File: config.mk
export PLATFORM = sky130hd
export DESIGN_NAME = selection_sort_records_flat
export DESIGN_NICKNAME = d
export VERILOG_FILES = /design/src/rtl/ssr_pkg.sv /design/src/rtl/ssr_in_if.sv /design/src/rtl/ssr_out_if.sv /design/src/rtl/ssr_ram.sv /design/src/rtl/selection_sort_records.sv /design/src/flat_wrapper.sv
export SDC_FILE = /design/constraint.sdc
export NUM_CORES = 2
export LEC_CHECK = 0
export BUFFER_PORTS_ARGS = -buffer_cell sky130_fd_sc_hd__buf_2
export CORE_UTILIZATION = 45
export DETAILED_ROUTE_END_ITERATION = 6
export PLACE_DENSITY_LB_ADDON = 0.08
export SLEW_MARGIN = 20
export SYNTH_ARGS = -nofsm -noshare
export SYNTH_HDL_FRONTEND = slang
export SYNTH_HIERARCHICAL = 1
export SYNTH_SLANG_ARGS = --single-unit
File: constraint.sdc
create_clock -name clk -period 5.4 [get_ports clk]
set_input_delay 0.27 -clock clk [delete_from_list [all_inputs] [get_ports clk]]
set_output_delay 0.27 -clock clk [all_outputs]
set_load 0.02 [all_outputs]
File: src/rtl/ssr_pkg.sv
`default_nettype none

package ssr_pkg;

    localparam int ID_W    = 27;
    localparam int SCORE_W = 10;

    typedef struct packed {
        logic [ID_W-1:0]    id;
        logic [SCORE_W-1:0] score;
    } rec_t;

    localparam int REC_W = $bits(rec_t);

    typedef enum logic [2:0] {
        ST_IDLE,
        ST_START,
        ST_FIRST,
        ST_SCAN,
        ST_SWAP_LO,
        ST_SWAP_HI,
        ST_EMIT_RD,
        ST_EMIT_LD
    } state_t;

    // sort key: id, or score widened to the id width
    function automatic logic [ID_W-1:0] key_of(input rec_t rec, input logic by_score);
        logic [ID_W-1:0] key;
        key = by_score ? {{(ID_W-SCORE_W){1'b0}}, rec.score} : rec.id;
        return key;
    endfunction

endpackage

`default_nettype wire

File: src/rtl/ssr_in_if.sv
`default_nettype none

interface ssr_in_if;
    logic                        valid;
    logic                        ready;
    logic [ssr_pkg::ID_W-1:0]    student_id;
    logic [ssr_pkg::SCORE_W-1:0] score;
    logic                        last_record;

    modport source (output valid, student_id, score, last_record, input ready);
    modport sink   (input valid, student_id, score, last_record, output ready);
endinterface

`default_nettype wire

File: src/rtl/ssr_out_if.sv
`default_nettype none

interface ssr_out_if;
    logic                        valid;
    logic                        ready;
    logic [ssr_pkg::ID_W-1:0]    out_id;
    logic [ssr_pkg::SCORE_W-1:0] out_score;
    logic                        out_last;
    logic                        overflowed;

    modport source (output valid, out_id, out_score, out_last, overflowed, input ready);
    modport sink   (input valid, out_id, out_score, out_last, overflowed, output ready);
endinterface

`default_nettype wire

File: src/rtl/ssr_ram.sv
`default_nettype none

module ssr_ram #(
    parameter int WIDTH = 37,
    parameter int DEPTH = 64
) (
    input  wire logic                     clk,
    input  wire logic                     wr_en,
    input  wire logic [$clog2(DEPTH)-1:0] wr_addr,
    input  wire logic [WIDTH-1:0]         wr_data,
    input  wire logic                     rd_en,
    input  wire logic [$clog2(DEPTH)-1:0] rd_addr,
    output logic      [WIDTH-1:0]         rd_data
);

    logic [WIDTH-1:0] mem [DEPTH];

    always_ff @(posedge clk)
    begin
        if (wr_en)
        begin
            mem[wr_addr] <= wr_data;
        end
        if (rd_en)
        begin
            rd_data <= mem[rd_addr];
        end
    end

endmodule

`default_nettype wire

File: src/rtl/selection_sort_records.sv
// Record sorter. Words arrive on the records channel (id, score, last flag)
// and are stored one per cycle in a single record RAM, up to DEPTH of them;
// further words of the set are dropped and the set is marked as overflowed.
// The word flagged last starts an in-place selection sort on the key picked
// by sort_by_score (cfg_we/cfg_wdata; 0 = id, 1 = score), then the sorted
// set leaves on the sorted channel, out_last on its final word, and the
// record count and overflow mark clear for the next set.
// Pass i of the sort reads entry i, then each candidate above it (one RAM
// read per candidate), and ends with two writes for the exchange; passes
// run for every i below n - 1. Emission reads the RAM for each word, then
// loads the output register.
// The records channel is not ready during sort and emission. A stall on the
// sorted channel holds the output register and pauses emission; the next
// set may be loaded while the final word of the previous one still waits.
// Reset clears the controller, count, overflow mark and register; the RAM
// needs no clearing, as only entries below the count are ever read.
`default_nettype none

module selection_sort_records #(
    parameter int DEPTH = 64
) (
    input  wire logic clk,
    input  wire logic rst_n,
    input  wire logic cfg_we,
    input  wire logic cfg_wdata,
    ssr_in_if.sink    records,
    ssr_out_if.source sorted
);

    localparam int AW = $clog2(DEPTH);
    localparam int CW = $clog2(DEPTH + 1);

    ssr_pkg::state_t state_reg, state_next;
    logic [CW-1:0]   count_reg, count_next;
    logic            drop_reg, drop_next;
    logic            sort_by_score_reg;
    logic [AW-1:0]   i_reg, i_next;
    logic [AW-1:0]   j_reg, j_next;
    logic [AW-1:0]   cmp_reg, cmp_next;
    logic [AW-1:0]   best_idx_reg, best_idx_next;
    ssr_pkg::rec_t   best_rec_reg, best_rec_next;
    ssr_pkg::rec_t   rec_i_reg, rec_i_next;
    logic            out_valid_reg, out_valid_next;
    ssr_pkg::rec_t   out_rec_reg, out_rec_next;
    logic            out_last_reg, out_last_next;
    logic            out_ovf_reg, out_ovf_next;

    logic                      ram_wr_en;
    logic [AW-1:0]             ram_wr_addr;
    logic [ssr_pkg::REC_W-1:0] ram_wr_data;
    logic                      ram_rd_en;
    logic [AW-1:0]             ram_rd_addr;
    logic [ssr_pkg::REC_W-1:0] ram_rd_data;
    ssr_pkg::rec_t             rd_rec;
    ssr_pkg::rec_t             in_rec;
    logic                      in_fire;

    assign rd_rec         = ssr_pkg::rec_t'(ram_rd_data);
    assign in_rec.id      = records.student_id;
    assign in_rec.score   = records.score;
    assign records.ready  = (state_reg == ssr_pkg::ST_IDLE);
    assign in_fire        = records.valid && records.ready;

    assign sorted.valid      = out_valid_reg;
    assign sorted.out_id     = out_rec_reg.id;
    assign sorted.out_score  = out_rec_reg.score;
    assign sorted.out_last   = out_last_reg;
    assign sorted.overflowed = out_ovf_reg;

    ssr_ram #(
        .WIDTH (ssr_pkg::REC_W),
        .DEPTH (DEPTH)
    ) u_ram (
        .clk     (clk),
        .wr_en   (ram_wr_en),
        .wr_addr (ram_wr_addr),
        .wr_data (ram_wr_data),
        .rd_en   (ram_rd_en),
        .rd_addr (ram_rd_addr),
        .rd_data (ram_rd_data)
    );

    always_ff @(posedge clk or negedge rst_n)
    begin
        if (!rst_n)
        begin
            state_reg         <= ssr_pkg::ST_IDLE;
            count_reg         <= '0;
            drop_reg          <= 1'b0;
            sort_by_score_reg <= 1'b0;
            i_reg             <= '0;
            out_valid_reg     <= 1'b0;
        end
        else
        begin
            state_reg     <= state_next;
            count_reg     <= count_next;
            drop_reg      <= drop_next;
            i_reg         <= i_next;
            out_valid_reg <= out_valid_next;
            if (cfg_we)
            begin
                sort_by_score_reg <= cfg_wdata;
            end
        end
    end

    always_ff @(posedge clk)
    begin
        j_reg        <= j_next;
        cmp_reg      <= cmp_next;
        best_idx_reg <= best_idx_next;
        best_rec_reg <= best_rec_next;
        rec_i_reg    <= rec_i_next;
        out_rec_reg  <= out_rec_next;
        out_last_reg <= out_last_next;
        out_ovf_reg  <= out_ovf_next;
    end

    always_comb
    begin
        state_next     = state_reg;
        count_next     = count_reg;
        drop_next      = drop_reg;
        i_next         = i_reg;
        j_next         = j_reg;
        cmp_next       = cmp_reg;
        best_idx_next  = best_idx_reg;
        best_rec_next  = best_rec_reg;
        rec_i_next     = rec_i_reg;
        out_rec_next   = out_rec_reg;
        out_last_next  = out_last_reg;
        out_ovf_next   = out_ovf_reg;
        out_valid_next = out_valid_reg && !sorted.ready;
        ram_wr_en      = 1'b0;
        ram_wr_addr    = count_reg[AW-1:0];
        ram_wr_data    = in_rec;
        ram_rd_en      = 1'b0;
        ram_rd_addr    = i_reg;

        case (state_reg)
            ssr_pkg::ST_IDLE:
            begin
                if (in_fire)
                begin
                    if (count_reg < CW'(DEPTH))
                    begin
                        ram_wr_en  = 1'b1;
                        count_next = count_reg + CW'(1);
                    end
                    else
                    begin
                        drop_next = 1'b1;
                    end
                    if (records.last_record)
                    begin
                        i_next     = '0;
                        state_next = ssr_pkg::ST_START;
                    end
                end
            end

            ssr_pkg::ST_START:
            begin
                // pass i done for all i below n - 1: go emit
                if (CW'(i_reg) + CW'(1) >= count_reg)
                begin
                    i_next     = '0;
                    state_next = ssr_pkg::ST_EMIT_RD;
                end
                else
                begin
                    ram_rd_en   = 1'b1;
                    ram_rd_addr = i_reg;
                    j_next      = i_reg + AW'(1);
                    state_next  = ssr_pkg::ST_FIRST;
                end
            end

            ssr_pkg::ST_FIRST:
            begin
                rec_i_next    = rd_rec;
                best_rec_next = rd_rec;
                best_idx_next = i_reg;
                ram_rd_en     = 1'b1;
                ram_rd_addr   = j_reg;
                cmp_next      = j_reg;
                j_next        = j_reg + AW'(1);
                state_next    = ssr_pkg::ST_SCAN;
            end

            ssr_pkg::ST_SCAN:
            begin
                // strict less-than keeps the earliest minimum
                if (ssr_pkg::key_of(rd_rec, sort_by_score_reg)
                    < ssr_pkg::key_of(best_rec_reg, sort_by_score_reg))
                begin
                    best_rec_next = rd_rec;
                    best_idx_next = cmp_reg;
                end
                if (CW'(cmp_reg) + CW'(1) == count_reg)
                begin
                    state_next = ssr_pkg::ST_SWAP_LO;
                end
                else
                begin
                    ram_rd_en   = 1'b1;
                    ram_rd_addr = j_reg;
                    cmp_next    = j_reg;
                    j_next      = j_reg + AW'(1);
                end
            end

            ssr_pkg::ST_SWAP_LO:
            begin
                ram_wr_en   = 1'b1;
                ram_wr_addr = i_reg;
                ram_wr_data = best_rec_reg;
                state_next  = ssr_pkg::ST_SWAP_HI;
            end

            ssr_pkg::ST_SWAP_HI:
            begin
                // minimum already in place writes the same word back
                ram_wr_en   = 1'b1;
                ram_wr_addr = best_idx_reg;
                ram_wr_data = rec_i_reg;
                i_next      = i_reg + AW'(1);
                state_next  = ssr_pkg::ST_START;
            end

            ssr_pkg::ST_EMIT_RD:
            begin
                // read only when the output register frees at this edge
                if (!out_valid_reg || sorted.ready)
                begin
                    ram_rd_en   = 1'b1;
                    ram_rd_addr = i_reg;
                    state_next  = ssr_pkg::ST_EMIT_LD;
                end
            end

            ssr_pkg::ST_EMIT_LD:
            begin
                out_valid_next = 1'b1;
                out_rec_next   = rd_rec;
                out_ovf_next   = drop_reg;
                out_last_next  = (CW'(i_reg) + CW'(1) == count_reg);
                if (CW'(i_reg) + CW'(1) == count_reg)
                begin
                    count_next = '0;
                    drop_next  = 1'b0;
                    i_next     = '0;
                    state_next = ssr_pkg::ST_IDLE;
                end
                else
                begin
                    i_next     = i_reg + AW'(1);
                    state_next = ssr_pkg::ST_EMIT_RD;
                end
            end

            default:
            begin
                state_next = ssr_pkg::ST_IDLE;
            end
        endcase
    end

endmodule

`default_nettype wire

File: src/flat_wrapper.sv
// flat-port wrapper written by rule: the top's interface ports become plain ports
module selection_sort_records_flat 
#(
    parameter int DEPTH = 64
)
  (clk, rst_n, cfg_we, cfg_wdata, records_valid, records_student_id, records_score, records_last_record, records_ready, sorted_valid, sorted_out_id, sorted_out_score, sorted_out_last, sorted_overflowed, sorted_ready);
  ssr_in_if records_i ();
  ssr_out_if sorted_i ();
  input  wire logic clk;
  input  wire logic rst_n;
  input  wire logic cfg_we;
  input  wire logic cfg_wdata;
  input wire logic [$bits(records_i.valid)-1:0] records_valid;
  input wire logic [$bits(records_i.student_id)-1:0] records_student_id;
  input wire logic [$bits(records_i.score)-1:0] records_score;
  input wire logic [$bits(records_i.last_record)-1:0] records_last_record;
  output wire logic [$bits(records_i.ready)-1:0] records_ready;
  output wire logic [$bits(sorted_i.valid)-1:0] sorted_valid;
  output wire logic [$bits(sorted_i.out_id)-1:0] sorted_out_id;
  output wire logic [$bits(sorted_i.out_score)-1:0] sorted_out_score;
  output wire logic [$bits(sorted_i.out_last)-1:0] sorted_out_last;
  output wire logic [$bits(sorted_i.overflowed)-1:0] sorted_overflowed;
  input wire logic [$bits(sorted_i.ready)-1:0] sorted_ready;
  assign records_i.valid = records_valid;
  assign records_i.student_id = records_student_id;
  assign records_i.score = records_score;
  assign records_i.last_record = records_last_record;
  assign records_ready = records_i.ready;
  assign sorted_valid = sorted_i.valid;
  assign sorted_out_id = sorted_i.out_id;
  assign sorted_out_score = sorted_i.out_score;
  assign sorted_out_last = sorted_i.out_last;
  assign sorted_overflowed = sorted_i.overflowed;
  assign sorted_i.ready = sorted_ready;
  selection_sort_records #(.DEPTH(DEPTH)) u_core (.clk(clk), .rst_n(rst_n), .cfg_we(cfg_we), .cfg_wdata(cfg_wdata), .records(records_i), .sorted(sorted_i));
endmodule
**Word level (Yosys, flattened, before mapping)**

Memories as Yosys holds them, arrays and structs flattened. A register that Yosys moved wholly into a read port is not among the register bits.
Index checks and enable logic that the tools add are counted.

- Memories kept: 1
- Bits in latches: 0
- Memory bits (writable): 2,368
- Input bits: 44
- Register bits after elaboration: 150
- Bits in read-only memories: 0
- Logic and storage cells: 109
- Output and inout port bits: 41

- $add $sub $neg: 5
- Bitwise operators: 0
- Magnitude comparators: 3
- Eq/ne operators: 20
- Div/mod/pow operators: 0
- $mul: 0
- Muxes and demuxes: 45
- Reduce and logical (&&, ||, !) cells: 18
- Shift operators: 0

Memory list:

| name | words | width | rd ports | clocked after Yosys merged registers in | wr ports | line | RTL |
|---|---|---|---|---|---|---|---|
| u_core.u_ram.mem | 64 | 37 | 1 | 1 | 1 | ssr_ram.sv:16 | `logic [WIDTH-1:0] mem [DEPTH];` |

Operators by type and width:

| kind | number |
|---|---|
| $pmux W37 S2 | 2 |
| $mux W27 | 2 |
| $mux W6 | 9 |
| $pmux W6 S2 | 4 |
| $mux W37 | 1 |
| $lt A27 B27 Y1 | 1 |
| $pmux W3 S8 | 1 |
| $pmux W6 S4 | 1 |
| $mux W7 | 3 |
| $mux W3 | 6 |
| $pmux W6 S3 | 1 |
| $reduce_and A4 Y1 | 4 |
| $add A6 B1 Y7 const B | 2 |
| $eq A7 B7 Y1 | 2 |
| $pmux W7 S2 | 1 |
| $add A6 B1 Y6 const B | 2 |
| $eq A3 B3 Y1 const B | 4 |
| $ne A2 B2 Y1 const B | 6 |
| $mux W1 | 11 |
| $ne A2 B1 Y1 const B | 5 |
| $add A7 B1 Y7 const B | 1 |
| $ge A7 B7 Y1 | 1 |
| $lt A7 B7 Y1 const B | 1 |
| $eq A3 B2 Y1 const B | 2 |
| 13 further kinds | 18 |

**Logic depth before layout (Yosys ltp)**

- Depth after elaboration: 6
- Mapped depth: 18
- Mapped depth without buffers: 12

**Cells and area by module**

The synthesis kept the hierarchy.

Modules (own cells, without submodules):

| module | times used | seq. area each (um^2) | cells each | area an instance (um^2) |
|---|---|---|---|---|
| ssr_ram | 1 | 72,219.3 | 3,922 | 90,835.9 |
| selection_sort_records | 1 | 4,409.2 | 601 | 7,541.0 |

**Least setup slack after synthesis**

Ideal clock, no wire load.

- Kind: register -> register
- From: register u_core.state_reg[0]
- To: memory u_core.u_ram.mem[49][0], enable pin
- Setup time: 0.477 ns
- Cell stages (with the launch flop): 8
- Period minus slack after synthesis: 4.835 ns
- Data required time: 4.923 ns
- Buffers on the path: 3
- Arrival: 4.358 ns
- Setup slack: 0.565 ns
- Cell sequence: dfrtp_1 -> clkbuf_1 -> buf_2 -> buf_2 -> mux2i_1 -> o21ai_0 -> nand4_1 -> nor3_1

- Elaborated cells between the ends (all ways): 10
- Those cells by class: 2 x eq/ne; 5 x mux; 3 x reduce/logical

RTL lines:

| item | line | RTL |
|---|---|---|
| start, declared | selection_sort_records.sv:33 | `ssr_pkg::state_t state_reg, state_next;` |
| start signal, assigned | selection_sort_records.sv:87 | `state_reg <= ssr_pkg::ST_IDLE;` |
| start signal, assigned | selection_sort_records.sv:96 | `state_reg <= state_next;` |
| $eq A3 B3 Y1 | selection_sort_records.sv:141 | `case (state_reg)` |
| $pmux W6 S2 * | selection_sort_records.sv:141 |  |
| net u_core.ram_wr_addr[0] | selection_sort_records.sv:49 | `logic [AW-1:0] ram_wr_addr;` |
| end, declared | ssr_ram.sv:16 |  |

Mark *: on every way through the listed nets, which the timed path passes. The rest lies on a longest branch.

**Worst setup path after layout**

- From: register u_core.cmp_reg[0]
- To: register u_core.u_ram.rd_data[16], read port of u_core.u_ram.mem (data pin)

- Longest elaborated chain between the ends: 4
- Elaborated cells between the ends (all ways): 6
- Those cells by class: 1 x add/sub; 1 x eq/ne; 4 x mux

Ends and longest elaborated chain:

| item | line | RTL |
|---|---|---|
| start, declared | selection_sort_records.sv:39 | `logic [AW-1:0] cmp_reg, cmp_next;` |
| start signal, assigned | selection_sort_records.sv:111 | `cmp_reg <= cmp_next;` |
| $add A6 B1 Y7 | selection_sort_records.sv:201 | `if (CW'(cmp_reg) + CW'(1) == count_reg)` |
| $eq A7 B7 Y1 | selection_sort_records.sv:201 |  |
| $mux W6 | selection_sort_records.sv:201 |  |
| $pmux W6 S2 | selection_sort_records.sv:141 |  |
| net u_core.ram_rd_addr[2] | selection_sort_records.sv:52 | `logic [AW-1:0] ram_rd_addr;` |
| end, declared | ssr_ram.sv:13 | `output logic [WIDTH-1:0] rd_data` |

The timed path passes the listed nets, and every way through them passes these cells.
A chain may end at the register's enable or synchronous reset.

==> flow_summary_export.csv <==
group,metric,value,unit
power_and_ir_drop,total_power,66.0,mW
placement,port_buffers,84,
clock_tree,cts-root-buf,"clkbuf_16",
floorplan,initial_core_util,0.453,
placement,pre_cts_ws,400,ps
timing,min_period,5080,ps
placement,dpl.cell_count,7518,
run_status,status,"finished clean",
final_layout,multiInputGateArea,21500,um^2
clock_tree,h-tree-depth,5,
global_routing,grtUsageMet3,0.0398,
timing,hold_viol_final,0,
floorplan,die_x,470,um
job,drv_cap,0,
drt,vias,49300,
drt,drcViolationCount,0,
clock_tree,clock_latency,920,ps
floorplan,floorplan.rows,171,
worst_setup_path,worst_r2r_endpoint,"u_core/u_ram/rd_data[16]$_DFFE_PP_",
timing,whs,65.0,ps
timing,rsz0062_at_grt,"false",
yosys,yosysWarnings,6,
worst_setup_path,reg2regPathDepth,14,
final_layout,ff_latch_area,76600,um^2
floorplan,die-height,470,um
yosys,synth_top_area_frac,0.774,
yosys,syn_area,98400,um^2
placement,gp_congestion,0.836,
yosys,ys_types,61,
timing,fin_tns_setup,0,ps
final_layout,nets,5050,
final_layout,final_common_cell,"edfxtp_1",
clock_tree,clk_path_buf_depth,4,
yosys,synthArstFlopShare,0.00744,
worst_setup_path,r2r_start,"u_core/cmp_reg[0]$_DFFE_PP_",
yosys,synth_cells,4523,
min_path,hold_start,"records_student_id[18]",
global_routing,grt_use_total,0.254,
drt,wirelength,280,mm
timing,report.final.slew_viol_count,0,
final_layout,layout-drive-gt1-share,0.288,
global_routing,grt_start_max_net_pins,84,
global_routing,use_met2,0.401,
drt,dr.pass1.iters,5,
min_path,hold_class,"input port to flop",
power_and_ir_drop,p_leak,35.8,nW
yosys,synth_area_leaders,"edfxtp_1 77%, mux4_2 13%, mux2i_1 1.2%",
final_layout,area_growth,15.6,%
drt,ant_nets,0,
yosys,seq_area_frac_synth,0.779,
yosys,synth.largest_area_cell,"edfxtp_1",
clock_tree,cts_setup_buffers,0,
yosys,synth_seq_cells,2555,
timing,finalSetupViolCount,0,
timing,fin_worst_skew,63.8,ps
clock_tree,cts_resized,0,
min_path,min_path_cells,3,
global_routing,grt_pass1_wl,393,mm
global_routing,busiest_layer,"met2",
power_and_ir_drop,peakVddDrop,0.373,mV
global_routing,met1_usage,0.371,
yosys,syn_nets,4604,
final_layout,fillers,16900,
final_layout,fin_cells,8019,
worst_setup_path,cp.arrival,5820,ps
yosys,syn_avg_cell_area,21.8,um^2
worst_setup_path,critPathMaxFanout,34,
timing,timing.fmax,197,MHz
timing,setup_ws,323,ps
power_and_ir_drop,power.density,580,nW/um^2
drt,drt-initial-drc-count,5847,
final_layout,largest_reg_flops,2368,
placement,hpwl,165,mm
worst_setup_path,worstPathRequired,6140,ps
clock_tree,clkTransAtPathRegs,60,ps
global_routing,antenna_found_initial,12,
floorplan,core,217000,um^2
clock_tree,numClockSinks,2555,
yosys,synth_edf_count,2536,
final_layout,largest_register,"u_core/u_ram/mem",
timing,fin_crit_sh,0.940,
worst_setup_path,crit_type,"flop to flop",
worst_setup_path,r2r_slack,320,ps
min_path,hold_path_end,"u_core/u_ram/mem[50][28]$_DFFE_PP_",
global_routing,grt_overflow,0,
clock_tree,cts_tree,"done",
worst_setup_path,cp-start-kind,"flop",
floorplan,die-area,220000,um^2
drt,routed_via_density,6.15,
clock_tree,numCtsBuffers,288,
worst_setup_path,critPathCaptureType,"flop",
yosys,synth_flop_cell,"edfxtp_1",
global_routing,grt_pass1_vias,49600,
floorplan,ioPinCount,85,
drt,routedWlPerCell,35.0,um
timing,max_slew.worst_pin.slew,1140,ps
timing,maxSlewHeadroom,0.242,
final_layout,mostFrequentLayoutCells,"2536 x edfxtp_1, 566 x mux4_2, 293 x clkbuf_16",
[worst max path at each step]
stage	start	end	slack (ps)	depth (start not counted)
floorplan	u_core/state_reg[0]$_DFFE_PN0P_	u_core/u_ram/mem[49][0]$_DFFE_PP_	570	7
global placement	u_core/cmp_reg[0]$_DFFE_PP_	u_core/u_ram/rd_data[30]$_DFFE_PP_	-370	13
detailed placement	u_core/cmp_reg[0]$_DFFE_PP_	u_core/u_ram/rd_data[16]$_DFFE_PP_	400	14
CTS	u_core/cmp_reg[0]$_DFFE_PP_	u_core/u_ram/rd_data[16]$_DFFE_PP_	360	14
global route	u_core/cmp_reg[0]$_DFFE_PP_	u_core/u_ram/rd_data[16]$_DFFE_PP_	260	14
finish	u_core/cmp_reg[0]$_DFFE_PP_	u_core/u_ram/rd_data[16]$_DFFE_PP_	320	14
[Yosys cell counts (all sizes together) (2+ instances only)]
library cell	n
o2111ai	2
xor2	5
and4	11
or2	9
a21o	3
a211oi	48
nor4	26
a22oi	63
nand3b	3
nand4	22
a21oi	33
dfrtp	19
mux2i	117
o211a	5
or3	3
o22a	24
clkbuf	128
o21a	4
a31oi	12
nor3	29
ha	37
nand3	62
nor2	108
nor2b	69
inv	11
xnor2	9
a32o	4
and3	6
a221oi	3
nand2	100
o22ai	140
edfxtp	2536
and2	8
o221ai	29
o21ai	62
buf	126
o211ai	12
mux2	25
nand2b	34
mux4	566
[what timing repair did]
action / in CTS / in global routing
hold buffers: 10 / 2
endpoints found under the hold margin: 38 / 9
setup endpoints to repair: 0 / 0
[layout make-up]
type,instances,share of cell area
Timing Repair Buffer,410,0.0309
Clock inverter,112,0.00753
Multi-Input combinational cell,1703,0.189
Sequential cell,2555,0.674
Antenna cell,4,0.0000880
Inverter,11,0.000363
Clock buffer,370,0.0671
Tap cell,2854,0.0314
[where the power goes]
group          switching (mW)  internal [mW]  total, mW
clock network            7.52           10.6       18.1
registers               0.912           23.7       24.6
logic                    13.3           9.98       23.2
[per-stage QoR]
step	util	instance area [um^2]
2_1_floorplan	-	98400
3_3_place_gp	0.483	105000
3_5_place_dp	0.484	105000
4_1_cts	0.523	114000
5_1_grt	0.524	114000
6_report	0.524	114000
[per-layer routing]
metal  part of all wire  up-vias
li1                   -    20000
met1               0.43    27000
met2               0.47     1892
met3              0.069      390
met4              0.026        2
met5           0.000046        -
[critical path, cell delays in order (launching register included)]
cell      delay [ps]
edfxtp_1         470
ha_1             310
and2_1           170
nor2b_1          130
o311a_1          350
o221ai_2         260
and2_4           330
mux2_8           470
nor2_1           130
nand2_1          530
buf_4            340
o22ai_1          170
nor4_1           880
buf_4            230
o22a_1           130
[cell families (layout without fill, tap and decap cells)]
family,count (synthesis),count (layout),synth area share
buffers and inverters,265,903,0.0137
AOI/OAI and AO/OA,450,450,0.0312
adders and majority gates,37,37,0.00471
muxes,708,708,0.145
xor gates and xnor gates,14,14,0.00125
and+or+nand+nor,494,494,0.0257
other,0,4,0
DFF,2555,2555,0.779
Note: power is estimated with default switching activity, not from simulation.
